--- src/sv/double_ended_message_queue_macros.svh ---
// assertion macros shared by the message queue rtl
// no dependencies; each use sits on a line of its own
`ifndef DOUBLE_ENDED_MESSAGE_QUEUE_MACROS_SVH
`define DOUBLE_ENDED_MESSAGE_QUEUE_MACROS_SVH

// property that must hold at every clock edge out of reset
`define DEMQ_ASSERT(lbl, clk, rst_n, prop) \
    lbl: assert property (@(posedge clk) disable iff (!rst_n) (prop)) \
        else $error("demq assertion failed");

// same-cycle implication checked at every clock edge out of reset
`define DEMQ_ASSERT_IMPL(lbl, clk, rst_n, ante, cons) \
    lbl: assert property (@(posedge clk) disable iff (!rst_n) (ante) |-> (cons)) \
        else $error("demq implication failed");

// next-cycle implication checked at every clock edge out of reset
`define DEMQ_ASSERT_NEXT(lbl, clk, rst_n, ante, cons) \
    lbl: assert property (@(posedge clk) disable iff (!rst_n) (ante) |=> (cons)) \
        else $error("demq next-cycle implication failed");

`endif

--- src/sv/demq_pkg.sv ---
// shared types and constants for the double-ended message queue
// no dependencies
`default_nettype none

package demq_pkg;

    // fixed port field widths
    localparam int CNT_W       = 5;
    localparam int PORT_DATA_W = 32;
    localparam int FUNC_W      = 3;

    // operation codes
    typedef enum logic [FUNC_W-1:0] {
        FN_SEND_BACK  = 3'd0,
        FN_SEND_FRONT = 3'd1,
        FN_OVERWRITE  = 3'd2,
        FN_RECEIVE    = 3'd3,
        FN_PEEK       = 3'd4
    } t_func;

    // controller states
    typedef enum logic [1:0] {
        ST_IDLE,
        ST_LOAD,
        ST_OUT
    } t_state;

    // controller to datapath commands
    typedef struct packed {
        logic exec;   // execute the accepted item
        logic load;   // capture memory read data into the result
    } t_dp_cmd;

endpackage

`default_nettype wire

--- src/sv/demq_ctrl.sv ---
// controller state machine: input handshake, sequencing, output handshake
// depends on demq_pkg
`default_nettype none

module demq_ctrl
    import demq_pkg::*;
(
    input  wire logic    i_clk,
    input  wire logic    i_rst_n,
    input  wire logic    i_in_valid,
    output logic         o_in_stall,
    output logic         o_out_valid,
    input  wire logic    i_out_stall,
    output t_dp_cmd      o_cmd
);

    t_state r_state;
    t_state n_state;

    // state register
    always_ff @(posedge i_clk) begin
        if (!i_rst_n) begin
            r_state <= ST_IDLE;
        end else begin
            r_state <= n_state;
        end
    end

    // next state
    always_comb begin
        n_state = r_state;
        unique case (r_state)
            ST_IDLE: begin
                if (i_in_valid) begin
                    n_state = ST_LOAD;
                end
            end
            ST_LOAD: begin
                n_state = ST_OUT;
            end
            ST_OUT: begin
                if (!i_out_stall) begin
                    n_state = ST_IDLE;
                end
            end
            default: begin
                n_state = ST_IDLE;
            end
        endcase
    end

    // handshake and command outputs
    always_comb begin
        o_in_stall  = 1'b1;
        o_out_valid = 1'b0;
        o_cmd       = '0;
        unique case (r_state)
            ST_IDLE: begin
                o_in_stall = 1'b0;
                o_cmd.exec = i_in_valid;
            end
            ST_LOAD: begin
                o_cmd.load = 1'b1;
            end
            ST_OUT: begin
                o_out_valid = 1'b1;
            end
            default: begin
                o_in_stall = 1'b1;
            end
        endcase
    end

endmodule

`default_nettype wire

--- src/sv/demq_dp.sv ---
// datapath: slot memory, ring indices, item count, capacity and result registers
// depends on demq_pkg and the assertion macro header
`default_nettype none
`include "double_ended_message_queue_macros.svh"

module demq_dp
    import demq_pkg::*;
#(
    parameter int DEPTH      = 16,
    parameter int DATA_WIDTH = 32
)
(
    input  wire logic                   i_clk,
    input  wire logic                   i_rst_n,
    input  wire t_dp_cmd                i_cmd,
    input  wire logic [FUNC_W-1:0]      i_func,
    input  wire logic [PORT_DATA_W-1:0] i_write_data,
    input  wire logic                   i_cfg_we,
    input  wire logic [CNT_W-1:0]       i_cfg_wdata,
    output logic                        o_ok,
    output logic [PORT_DATA_W-1:0]      o_read_data,
    output logic [CNT_W-1:0]            o_msg_count,
    output logic [CNT_W-1:0]            o_free_space
);

    localparam int IDX_W = (DEPTH > 1) ? $clog2(DEPTH) : 1;
    localparam int CAP_W = ($clog2(DEPTH + 1) > CNT_W) ? $clog2(DEPTH + 1) : CNT_W;
    localparam int EXT_W = (DATA_WIDTH > PORT_DATA_W) ? DATA_WIDTH : PORT_DATA_W;
    localparam logic [CAP_W-1:0] CAP_RST = CAP_W'(DEPTH);
    localparam logic [CAP_W-1:0] CAP_ONE = CAP_W'(1);

    // slot store and its registered read port
    logic [DATA_WIDTH-1:0] mem [DEPTH];
    logic [DATA_WIDTH-1:0] r_mem_q;

    // queue state
    logic [CAP_W-1:0] r_cap;
    logic [CAP_W-1:0] r_count;
    logic [IDX_W-1:0] r_back;
    logic [IDX_W-1:0] r_front;
    logic [CAP_W-1:0] n_cap;
    logic [CAP_W-1:0] n_count;
    logic [IDX_W-1:0] n_back;
    logic [IDX_W-1:0] n_front;

    // result registers
    logic                   r_ok;
    logic                   r_rd_sel;
    logic [PORT_DATA_W-1:0] r_rd;
    logic [CNT_W-1:0]       r_msg_count;
    logic [CNT_W-1:0]       r_free;

    // operation decode
    t_func                 func;
    logic                  full;
    logic                  empty;
    logic [CAP_W-1:0]      cap_m1;
    logic                  front_last;
    logic                  back_last;
    logic [IDX_W-1:0]      front_next;
    logic [IDX_W-1:0]      front_prev;
    logic [IDX_W-1:0]      back_next;
    logic [IDX_W-1:0]      back_prev;
    logic                  op_ok;
    logic                  op_read;
    logic                  mem_we;
    logic [IDX_W-1:0]      mem_waddr;
    logic [IDX_W-1:0]      mem_raddr;
    logic [EXT_W-1:0]      wd_ext;
    logic [DATA_WIDTH-1:0] wd;
    logic [EXT_W-1:0]      rd_ext;
    logic [CAP_W-1:0]      cfg_v;
    logic [CAP_W-1:0]      cfg_cap;
    logic [CAP_W-1:0]      free_cnt;

    assign func   = t_func'(i_func);
    assign full   = (r_count >= r_cap);
    assign empty  = (r_count == '0);
    assign cap_m1 = r_cap - CAP_ONE;

    // ring index neighbors within the active capacity
    assign front_last = (CAP_W'(r_front) == cap_m1);
    assign back_last  = (CAP_W'(r_back) == cap_m1);
    assign front_next = front_last ? '0 : r_front + IDX_W'(1);
    assign back_next  = back_last ? '0 : r_back + IDX_W'(1);
    assign front_prev = (r_front == '0) ? IDX_W'(cap_m1) : r_front - IDX_W'(1);
    assign back_prev  = (r_back == '0) ? IDX_W'(cap_m1) : r_back - IDX_W'(1);

    // item data sized to the store
    assign wd_ext = EXT_W'(i_write_data);
    assign wd     = wd_ext[DATA_WIDTH-1:0];

    // capacity write clamped to one through depth
    assign cfg_v = CAP_W'(i_cfg_wdata);
    always_comb begin
        priority if (cfg_v == '0) begin
            cfg_cap = CAP_ONE;
        end else if (cfg_v > CAP_RST) begin
            cfg_cap = CAP_RST;
        end else begin
            cfg_cap = cfg_v;
        end
    end

    // next queue state and memory access for the executed item
    always_comb begin
        n_cap     = r_cap;
        n_count   = r_count;
        n_back    = r_back;
        n_front   = r_front;
        op_ok     = 1'b0;
        op_read   = 1'b0;
        mem_we    = 1'b0;
        mem_waddr = r_front;
        mem_raddr = front_next;
        unique case (func)
            FN_SEND_BACK: begin
                if (!full) begin
                    mem_we    = 1'b1;
                    mem_waddr = r_back;
                    n_back    = back_next;
                    n_count   = r_count + CAP_ONE;
                    op_ok     = 1'b1;
                end
            end
            FN_SEND_FRONT: begin
                if (!full) begin
                    mem_we  = 1'b1;
                    n_front = front_prev;
                    n_count = r_count + CAP_ONE;
                    op_ok   = 1'b1;
                end
            end
            FN_OVERWRITE: begin
                mem_we  = 1'b1;
                n_front = front_prev;
                op_ok   = 1'b1;
                if (full) begin
                    n_back = back_prev;
                end else begin
                    n_count = r_count + CAP_ONE;
                end
            end
            FN_RECEIVE: begin
                if (!empty) begin
                    n_front = front_next;
                    n_count = r_count - CAP_ONE;
                    op_ok   = 1'b1;
                    op_read = 1'b1;
                end
            end
            FN_PEEK: begin
                if (!empty) begin
                    op_ok   = 1'b1;
                    op_read = 1'b1;
                end
            end
            default: begin
                op_ok = 1'b0;
            end
        endcase
    end

    assign free_cnt = r_cap - n_count;

    // queue state registers; a capacity write empties the queue
    always_ff @(posedge i_clk) begin
        if (!i_rst_n) begin
            r_cap   <= CAP_RST;
            r_count <= '0;
            r_back  <= '0;
            r_front <= IDX_W'(DEPTH - 1);
        end else if (i_cfg_we) begin
            r_cap   <= cfg_cap;
            r_count <= '0;
            r_back  <= '0;
            r_front <= IDX_W'(cfg_cap - CAP_ONE);
        end else if (i_cmd.exec) begin
            r_cap   <= n_cap;
            r_count <= n_count;
            r_back  <= n_back;
            r_front <= n_front;
        end
    end

    // slot memory: one write and one registered read
    always_ff @(posedge i_clk) begin
        if (i_cmd.exec && mem_we && !i_cfg_we) begin
            mem[mem_waddr] <= wd;
        end
        if (i_cmd.exec) begin
            r_mem_q <= mem[mem_raddr];
        end
    end

    assign rd_ext = EXT_W'(r_mem_q);

    // result registers
    always_ff @(posedge i_clk) begin
        if (i_cmd.exec) begin
            r_ok        <= op_ok;
            r_rd_sel    <= op_read;
            r_msg_count <= CNT_W'(n_count);
            r_free      <= CNT_W'(free_cnt);
        end
        if (i_cmd.load) begin
            r_rd <= r_rd_sel ? rd_ext[PORT_DATA_W-1:0] : '0;
        end
    end

    assign o_ok         = r_ok;
    assign o_read_data  = r_rd;
    assign o_msg_count  = r_msg_count;
    assign o_free_space = r_free;

    // checks
    `DEMQ_ASSERT(a_count_le_cap, i_clk, i_rst_n, r_count <= r_cap)
    `DEMQ_ASSERT(a_cap_range, i_clk, i_rst_n, (r_cap >= CAP_ONE) && (r_cap <= CAP_RST))
    `DEMQ_ASSERT_NEXT(a_full_overwrite_keeps_count, i_clk, i_rst_n, i_cmd.exec && !i_cfg_we && full && (func == FN_OVERWRITE), $stable(r_count))
    `DEMQ_ASSERT_NEXT(a_send_back_grows, i_clk, i_rst_n, i_cmd.exec && !i_cfg_we && !full && (func == FN_SEND_BACK), r_count == $past(r_count) + CAP_ONE)

endmodule

`default_nettype wire

--- src/sv/double_ended_message_queue.sv ---
// sequencing: the controller runs execute, memory read capture and output hold, one item
//   at a time; a new item is accepted only once the result has been taken with no output stall
// reset: synchronous, active low; empties the queue and sets capacity to DEPTH,
//   the slot store is not cleared and needs no clearing pass
// depends on demq_pkg, demq_ctrl and demq_dp
`default_nettype none

module double_ended_message_queue
    import demq_pkg::*;
#(
    parameter int DEPTH      = 16,
    parameter int DATA_WIDTH = 32
)
(
    input  wire logic                   i_clk,
    input  wire logic                   i_rst_n,
    input  wire logic                   i_in_valid,
    output logic                        o_in_stall,
    input  wire logic [FUNC_W-1:0]      i_func,
    input  wire logic [PORT_DATA_W-1:0] i_write_data,
    output logic                        o_out_valid,
    input  wire logic                   i_out_stall,
    output logic                        o_ok,
    output logic [PORT_DATA_W-1:0]      o_read_data,
    output logic [CNT_W-1:0]            o_msg_count,
    output logic [CNT_W-1:0]            o_free_space,
    input  wire logic                   i_cfg_we,
    input  wire logic [CNT_W-1:0]       i_cfg_wdata
);

    t_dp_cmd cmd;

    // sequencing and handshakes
    demq_ctrl u_ctrl (
        .i_clk       (i_clk),
        .i_rst_n     (i_rst_n),
        .i_in_valid  (i_in_valid),
        .o_in_stall  (o_in_stall),
        .o_out_valid (o_out_valid),
        .i_out_stall (i_out_stall),
        .o_cmd       (cmd)
    );

    // queue storage and arithmetic
    demq_dp #(
        .DEPTH      (DEPTH),
        .DATA_WIDTH (DATA_WIDTH)
    ) u_dp (
        .i_clk        (i_clk),
        .i_rst_n      (i_rst_n),
        .i_cmd        (cmd),
        .i_func       (i_func),
        .i_write_data (i_write_data),
        .i_cfg_we     (i_cfg_we),
        .i_cfg_wdata  (i_cfg_wdata),
        .o_ok         (o_ok),
        .o_read_data  (o_read_data),
        .o_msg_count  (o_msg_count),
        .o_free_space (o_free_space)
    );

endmodule

`default_nettype wire

--- config.mk ---
export PLATFORM = sky130hd
export DESIGN_NAME = double_ended_message_queue
export DESIGN_NICKNAME = d
export VERILOG_FILES = /design/src/sv/demq_pkg.sv /design/src/sv/demq_ctrl.sv /design/src/sv/demq_dp.sv /design/src/sv/double_ended_message_queue.sv
export VERILOG_INCLUDE_DIRS = /design/src /design/src/sv
export SDC_FILE = /design/constraint.sdc
export NUM_CORES = 1
export LEC_CHECK = 0
export BUFFER_PORTS_ARGS = -buffer_cell sky130_fd_sc_hd__buf_4
export CORE_UTILIZATION = 54
export CTS_CLUSTER_DIAMETER = 120
export DETAILED_ROUTE_END_ITERATION = 12
export GPL_TIMING_DRIVEN = 0
export PLACE_DENSITY = 0.71
export SYNTH_ARGS = -nofsm -noshare
export SYNTH_HDL_FRONTEND = slang
export SYNTH_HIERARCHICAL = 1
export SYNTH_SLANG_ARGS = --single-unit
export TNS_END_PERCENT = 1
--- constraint.sdc ---
create_clock -name i_clk -period 6.1 [get_ports i_clk]
set_clock_uncertainty 0.2 [all_clocks]
set_input_delay 0.305 -clock i_clk [delete_from_list [all_inputs] [get_ports i_clk]]
set_output_delay 0.305 -clock i_clk [all_outputs]
set_load 0.05 [all_outputs]
==> flow_summary_export.csv, run 1 <==
group,metric,value,unit
routing,dr.pass1.iters,6,
cts,postCtsSetupBuffers,0,
floorplanning,start_util,54.8,%
yosys,ys_seq_area_share,72.6,%
pwr,powerDensity,320,mW/mm^2
placement,port_buffers,87,
worst_setup_path,reg2reg_depth,12,
timing,hold_violations,0,
run_status,status,"complete, no violations",
routing,wl_per_cell,25.8,microns
timing,finalSetupViolCount,0,
cts,cts_buffer_depth,3,
pwr,switching_power,2.27,mW
placement,dp.cells,2099,
pwr,seqPwrFrac,50.6,%
yosys,synth_area,0.0249,sq mm
worst_setup_path,worstPathArrival,5.91,ns
timing,maxSlewHeadroom,9.59,%
floorplanning,die_height,217,microns
finish,final_nets,1667,
routing,via_per_inst,6.24,
cts,cts_tree,"built",
worst_setup_path,critPathLaunch,"u_dp/r_front[0]$_SDFFE_PN1P_",
pwr,combPwrFrac,12.2,%
worst_setup_path,crit_path_max_fanout,10,
finish,finalNonFillerCells,2251,
global_route,first_global_vias,14100,
job,drv_cap,0,
global_route,grt_util_all_layers,25.4,%
cts,cts_buffers,59,
cts,cts_sinks,608,
timing,grt_setup_unrepaired,"no",
global_route,grt_first_pass_wirelength,87100,microns
global_route,grt_max_degree,33,
yosys,synth.distinct_cells,69,
yosys,synth_edf_count,588,
timing,tightest_slew,1.35,ns
pwr,clkPwrFrac,37.1,%
worst_setup_path,cp_cell_sequence,"buf_2 -> buf_2 -> buf_1 -> inv_1 -> ha_1 -> clkbuf_1 -> clkbuf_1 -> mux4_2 -> mux2i_1 -> nand2_1 -> o21ai_0 -> o21ai_0",
pwr,peakVddDrop,0.202,mV
min_path,hold_class,"in -> reg",
cts,cts_max_level,2,
floorplanning,die_area,0.0469,sq mm
pwr,cell_internal_pwr,7.06,mW
global_route,antenna_found_initial,0,
pwr,p_leak,9.65,nW
cts,cts_root_buf,"clkbuf_16",
worst_setup_path,end_kind,"flop",
worst_setup_path,worstSetupPathType,"reg -> reg",
placement,place_congestion,0.865,
routing,drt_first_iter_violations,1606,
worst_setup_path,r2r_slack,0.34,ns
worst_setup_path,r2r_end,"u_dp/r_mem_q[31]$_DFFE_PP_",
placement,place_hpwl,36200,microns
worst_setup_path,r2r_start,"u_dp/r_front[0]$_SDFFE_PN1P_",
yosys,synth_fp_nets,1456,
floorplanning,rows,78,
routing,drc,0,
floorplanning,core_region_area,0.0454,sq mm
timing,slew_viol_final,0,
worst_setup_path,crit_required,6.26,ns
finish,fillers,3048,
finish,layout-drive-gt1-share,22.0,%
yosys,synthCells,1392,
pwr,swShare,24.4,%
floorplanning,die_w,217,microns
yosys,ys_ff_latch,608,
routing,ant_nets,0,
floorplanning,ioPinCount,90,
routing,postRouteWirelength,58000,microns
global_route,gr-total-overflow,0,
cts,worstSkewPairLatency,0.63,ns
finish,syn2layout_area_growth,17.3,%
worst_setup_path,cp-endpoint,"u_dp/r_mem_q[31]$_DFFE_PP_",
routing,vias,14000,
worst_setup_path,max_stage_delay,0.80,ns
yosys,ys.flop_type,"edfxtp_1",
yosys,yosys_warnings,6,
timing,fin_crit_sh,94.3,%
worst_setup_path,startpoint_type,"flop",
timing,setup_tns,0,ns
cts,clk_pin_slew_worst_paths,0.06,ns
yosys,synth_area_per_cell,17.9,sq um
timing,period_minus_slack,5.76,ns
yosys,async_flop_share,0,%
cts,cts_resized,0,
worst_setup_path,slowest_stage,"clkbuf_1",
timing,fmax,0.174,GHz
cts,cts_hold_buf,43,
finish,antenna_cells,0,
finish,final_util,64.3,%
[synthesized netlist by cell type, drive strengths merged, types with 3 or more instances]
cell type | instances | area (sq um)
nand3 | 29 | 145
nor2b | 13 | 96.4
clkbuf | 58 | 218
ha | 18 | 225
nand4 | 15 | 93.8
nor4 | 3 | 18.8
xor2 | 6 | 52.6
or2 | 4 | 25.0
o221ai | 33 | 289
nor3b | 5 | 42.5
buf | 23 | 120
edfxtp | 588 | 17700
and2 | 40 | 250
o21ai | 82 | 410
mux4 | 128 | 2880
nand2 | 81 | 304
mux2 | 3 | 33.8
a311oi | 3 | 32.5
o31ai | 3 | 22.5
nor3 | 6 | 30.0
a21o | 4 | 30.0
o311ai | 3 | 26.3
mux2i | 35 | 350
o21a | 3 | 22.5
xnor2 | 12 | 105
nand2b | 11 | 68.8
inv | 47 | 176
nor2 | 42 | 158
dfxtp | 20 | 400
a21oi | 33 | 165
o22ai | 3 | 18.8
[per-layer routing]
metal,up-vias,wire (microns),global-route usage (%)
met2,723,28900,42.2
met5,-,0,0
met4,0,1580,8.10
met1,7210,22700,34.7
met3,126,4780,3.85
li1,5987,-,-
[metrics by stage]
step | hold WS (ns) | instance area (sq um) | setup slack (ns) | power [mW]
CTS | 0.0988 | 29200 | 0.428 | 9.38
global placement | 0.307 | 26300 | -3.44 | 5.88
floorplan | 0.204 | 24900 | 0.714 | 5.50
global route | 0.181 | 29200 | 0.171 | 9.63
detailed placement | 0.312 | 26900 | 0.472 | 5.92
finish | 0.128 | 29200 | 0.345 | 9.33
[cell families (layout without fill, tap and decap cells)]
logic type / after synthesis / count (layout) / synth area share (%)
compound gates: 190 / 190 / 4.91
xor+xnor: 21 / 21 / 0.911
fa+ha+maj: 19 / 19 / 0.987
buf+inv: 128 / 387 / 2.07
flops: 608 / 608 / 72.6
mux: 166 / 166 / 13.1
simple gates: 260 / 260 / 5.34
[power groups by stage]
| stage | registers (mW) | logic (mW) | clock network [mW] |
|---|---|---|---|
| final | 4.73 | 1.14 | 3.47 |
| after global routing | 4.73 | 1.21 | 3.69 |
| after CTS | 4.73 | 1.14 | 3.52 |
| after detailed placement | 4.82 | 1.11 | 0 |
| after global placement | 4.82 | 1.06 | 0 |
| after floorplan | 4.88 | 0.621 | 0 |
[area by class of cell]
type	instances	area (sq um)	share of cell area, %
timing repair buffer	150	1540	5.28
tap	600	751	2.57
sequential	608	18100	61.9
multi-input combinational	656	6470	22.2
clock inverter	33	248	0.850
inverter	47	176	0.605
buffer	81	338	1.16
clock buffer	76	1580	5.43
[how the worst min path moves through the flow]
stage	from	end	slack, ns	cells past startpoint
2_1_floorplan	i_write_data[0]	u_dp/mem[0][0]$_DFFE_PP_	0.20	0
6_report	i_func[0]	u_dp/r_rd_sel$_SDFFCE_PN0P_	0.13	4
4_1_cts	i_func[1]	u_dp/r_count[4]$_SDFFE_PP0P_	0.1	5
3_5_place_dp	u_dp/r_mem_q[31]$_DFFE_PP_	u_dp/o_read_data[31]$_SDFFCE_PN0P_	0.31	1
5_1_grt	i_func[0]	u_dp/o_ok$_DFFE_PP_	0.18	4
3_3_place_gp	u_dp/r_mem_q[28]$_DFFE_PP_	u_dp/o_read_data[28]$_SDFFCE_PN0P_	0.31	1
[registers in the layout, indices dropped and copies added (netlist names), 4 cells and up]
name               cells
u_dp/mem             512
u_dp/o_read_data      32
u_dp/r_mem_q          32
u_dp/n_cap             5
u_dp/o_free_space      5
u_dp/o_msg_count       5
u_dp/r_count           5
u_dp/r_back            4
u_dp/r_front           4
[critical path, delay by kind of cell (launching register included)]
family | cells | cell delay [ns]
AND/OR/NAND/NOR | 1 | 0.10
multiplexers | 2 | 0.42
flip-flops | 1 | 0.41
AO/OA/AOI/OAI | 2 | 0.55
buffers and inverters | 6 | 3.26
adder cells (fa/ha/maj) | 1 | 0.52
[placed cells by master (no fill, tap or decap), types with 4 or more instances in the layout]
cell type,netlist,final
a21o_1,4,4
a21oi_1,33,18
a21oi_4,0,15
and2_1,39,39
buf_1,8,8
buf_12,0,11
buf_16,0,8
buf_2,12,12
buf_4,1,88
clkbuf_1,58,73
clkbuf_16,0,61
clkinv_1,0,15
clkinv_2,0,11
dfxtp_1,20,20
dlygate4sd3_1,0,43
edfxtp_1,588,588
ha_1,18,18
inv_1,47,47
mux2i_1,35,35
mux4_2,128,128
nand2_1,81,81
nand2b_1,11,11
nand3_1,29,29
nand4_1,15,15
nor2_1,42,41
nor2b_1,11,11
nor3_1,6,6
nor3b_1,4,4
o21ai_0,80,80
o221ai_1,33,33
or2_2,4,4
xnor2_1,12,12
xor2_1,6,6
No activity file was read; power rests on OpenSTA's default activity.
==> inputs of run 2 (changes only) <==
Settings changed: CORE_ASPECT_RATIO set to 1.25.
==> run 2 against run 1 <==
Effect of this change:
- utilization fell by 0.28 points
- combinational power about the same
- worst setup slack better by 0.44 ns
- sequential share of layout area increased by 0.40 points
==> flow_summary_export.csv, run 2 (same netlist as run 1, synthesis figures left out) <==
group,metric,value,unit
run_status,status,"complete, no violations",
routing,drc,0,
worst_setup_path,cp-endpoint,"u_dp/r_mem_q[0]$_DFFE_PP_",
worst_setup_path,critPathLaunch,"u_dp/r_front[0]$_SDFFE_PN1P_",
floorplanning,ioPinCount,90,
finish,layout-drive-gt1-share,21.9,%
cts,cts_max_level,2,
worst_setup_path,slowest_stage,"clkbuf_1",
global_route,first_global_vias,14500,
routing,vias,13700,
cts,cts_buffer_depth,3,
worst_setup_path,end_kind,"flop",
global_route,grt_max_degree,33,
routing,ant_nets,0,
routing,dr.pass1.iters,5,
worst_setup_path,path_buf_inv,6,
timing,maxSlewHeadroom,12.8,%
floorplanning,core_region_area,0.0453,sq mm
global_route,grt_util_all_layers,25.8,%
cts,worstSkewPairLatency,0.63,ns
timing,slew_viol_final,0,
routing,via_per_inst,6.18,
floorplanning,start_util,54.9,%
timing,fin_crit_sh,87.1,%
worst_setup_path,reg2reg_depth,12,
timing,fmax,0.188,GHz
placement,port_buffers,87,
worst_setup_path,cp_cell_sequence,"buf_2 -> buf_2 -> buf_1 -> inv_1 -> ha_1 -> clkbuf_1 -> clkbuf_1 -> mux4_2 -> mux2i_1 -> nand2_1 -> o21ai_0 -> o21ai_0",
cts,cts_sinks,608,
worst_setup_path,max_stage_delay,0.72,ns
job,drv_cap,0,
worst_setup_path,r2r_start,"u_dp/r_front[0]$_SDFFE_PN1P_",
pwr,peakVddDrop,0.216,mV
floorplanning,die_area,0.0469,sq mm
global_route,grt_first_pass_wirelength,88700,microns
finish,syn2layout_area_growth,16.6,%
pwr,powerDensity,319,mW/mm^2
timing,finalSetupViolCount,0,
global_route,antenna_found_initial,1,
cts,cts_buffers,55,
global_route,gr-total-overflow,0,
timing,tightest_slew,1.30,ns
placement,place_hpwl,36900,microns
timing,hold_ws,0.0511,ns
timing,grt_setup_unrepaired,"no",
worst_setup_path,r2r_slack,0.79,ns
finish,fin_area,0.0290,sq mm
finish,seqCellArea,0.0181,sq mm
routing,drt_first_iter_violations,1168,
worst_setup_path,path_delay_family,"buffers and inverters",
timing,hold_violations,0,
worst_setup_path,worstSetupPathType,"reg -> reg",
finish,final_cell_mix,"edfxtp_1 (588), mux4_2 (128), buf_4 (88)",
finish,fillers,3077,
finish,final_nets,1661,
placement,place_area,0.0268,sq mm
min_path,hold_class,"in -> reg",
worst_setup_path,worst-path-stages,12,
worst_setup_path,crit_required,6.21,ns
cts,cts_root_buf,"clkbuf_16",
pwr,p_leak,9.57,nW
cts,cts_tree,"built",
floorplanning,die_height,242,microns
timing,period_minus_slack,5.31,ns
floorplanning,rows,87,
worst_setup_path,crit_path_max_fanout,10,
placement,place_congestion,0.874,
routing,postRouteWirelength,58700,microns
finish,final_util,64.0,%
floorplanning,die_w,194,microns
finish,layout_commonest_cell,"edfxtp_1",
worst_setup_path,r2r_end,"u_dp/r_mem_q[0]$_DFFE_PP_",
cts,postCtsSetupBuffers,0,
finish,largest_reg_flops,512,
worst_setup_path,worstPathArrival,5.42,ns
cts,clk_pin_slew_worst_paths,0.07,ns
routing,wl_per_cell,26.4,microns
worst_setup_path,startpoint_type,"flop",
timing,setup_tns,0,ns
finish,multiInputGateArea,0.00647,sq mm
finish,top_register,"u_dp/mem",
==> run 2: cell types whose count changed in the layout (fill, tap and decap cells not counted), moves of 3 or more <==
cell and change:
buf_16 -5, clkbuf_1 -3, clkbuf_16 -6, inv_6 +3
==> run 2: where the power goes <==
| part | total [mW] | internal (mW) | switching (mW) |
|---|---|---|---|
| combinational | 1.13 | 0.405 | 0.726 |
| sequential | 4.73 | 4.70 | 0.0311 |
| clock | 3.38 | 1.87 | 1.51 |
==> run 2: per-stage QoR <==
step	power, mW	std cells	setup slack (ns)
3_3_place_gp	5.88	2057	-3.35
5_1_grt	9.53	2221	0.646
2_1_floorplan	5.50	1392	0.714
4_1_cts	9.29	2220	0.788
3_5_place_dp	5.92	2076	0.813
6_report	9.24	2221	0.788
==> run 2: worst reg2reg max path, stage by stage (launching register included) <==
cell	delay (ns)
dfxtp_1	0.44
buf_2	0.29
buf_2	0.34
buf_1	0.65
inv_1	0.25
ha_1	0.56
clkbuf_1	0.56
clkbuf_1	0.73
mux4_2	0.41
mux2i_1	0.17
nand2_1	0.10
o21ai_0	0.14
o21ai_0	0.19
==> run 2: cell type report <==
type | count | share of cell area, %
Antenna cell | 1 | 0.00864
Buffer | 81 | 1.17
Clock buffer | 67 | 4.91
Clock inverter | 35 | 1.12
Inverter | 47 | 0.609
Multi-Input combinational cell | 656 | 22.3
Sequential cell | 608 | 62.3
Tap cell | 578 | 2.50
Timing Repair Buffer | 148 | 5.04
==> run 2: worst min-delay path by stage <==
stage / startpoint / cells past startpoint / endpoint
after global placement: u_dp/r_mem_q[19]$_DFFE_PP_ / 1 / u_dp/o_read_data[19]$_SDFFCE_PN0P_
after global routing: i_cfg_wdata[0] / 4 / u_dp/n_cap[0]$_SDFFE_PN0P_
after CTS: i_cfg_wdata[0] / 4 / u_dp/n_cap[0]$_SDFFE_PN0P_
final: i_cfg_wdata[0] / 4 / u_dp/n_cap[0]$_SDFFE_PN0P_
after detailed placement: u_dp/r_mem_q[21]$_DFFE_PP_ / 1 / u_dp/o_read_data[21]$_SDFFCE_PN0P_
after floorplan: i_write_data[0] / 0 / u_dp/mem[0][0]$_DFFE_PP_
==> run 2: repair_timing <==
action	CTS	global route
hold buffers	42	0
endpoints found under the hold margin	534	0
gates resized for setup	0	0
==> run 2: layer usage <==
| layer | vias up | wire length [microns] | GRT usage (%) |
|---|---|---|---|
| li1 | 5967 | - | - |
| met1 | 7068 | 22300 | 32.2 |
| met2 | 562 | 30500 | 45.1 |
| met3 | 131 | 3750 | 3.88 |
| met4 | 0 | 2190 | 10.5 |
| met5 | - | 0 | 0 |
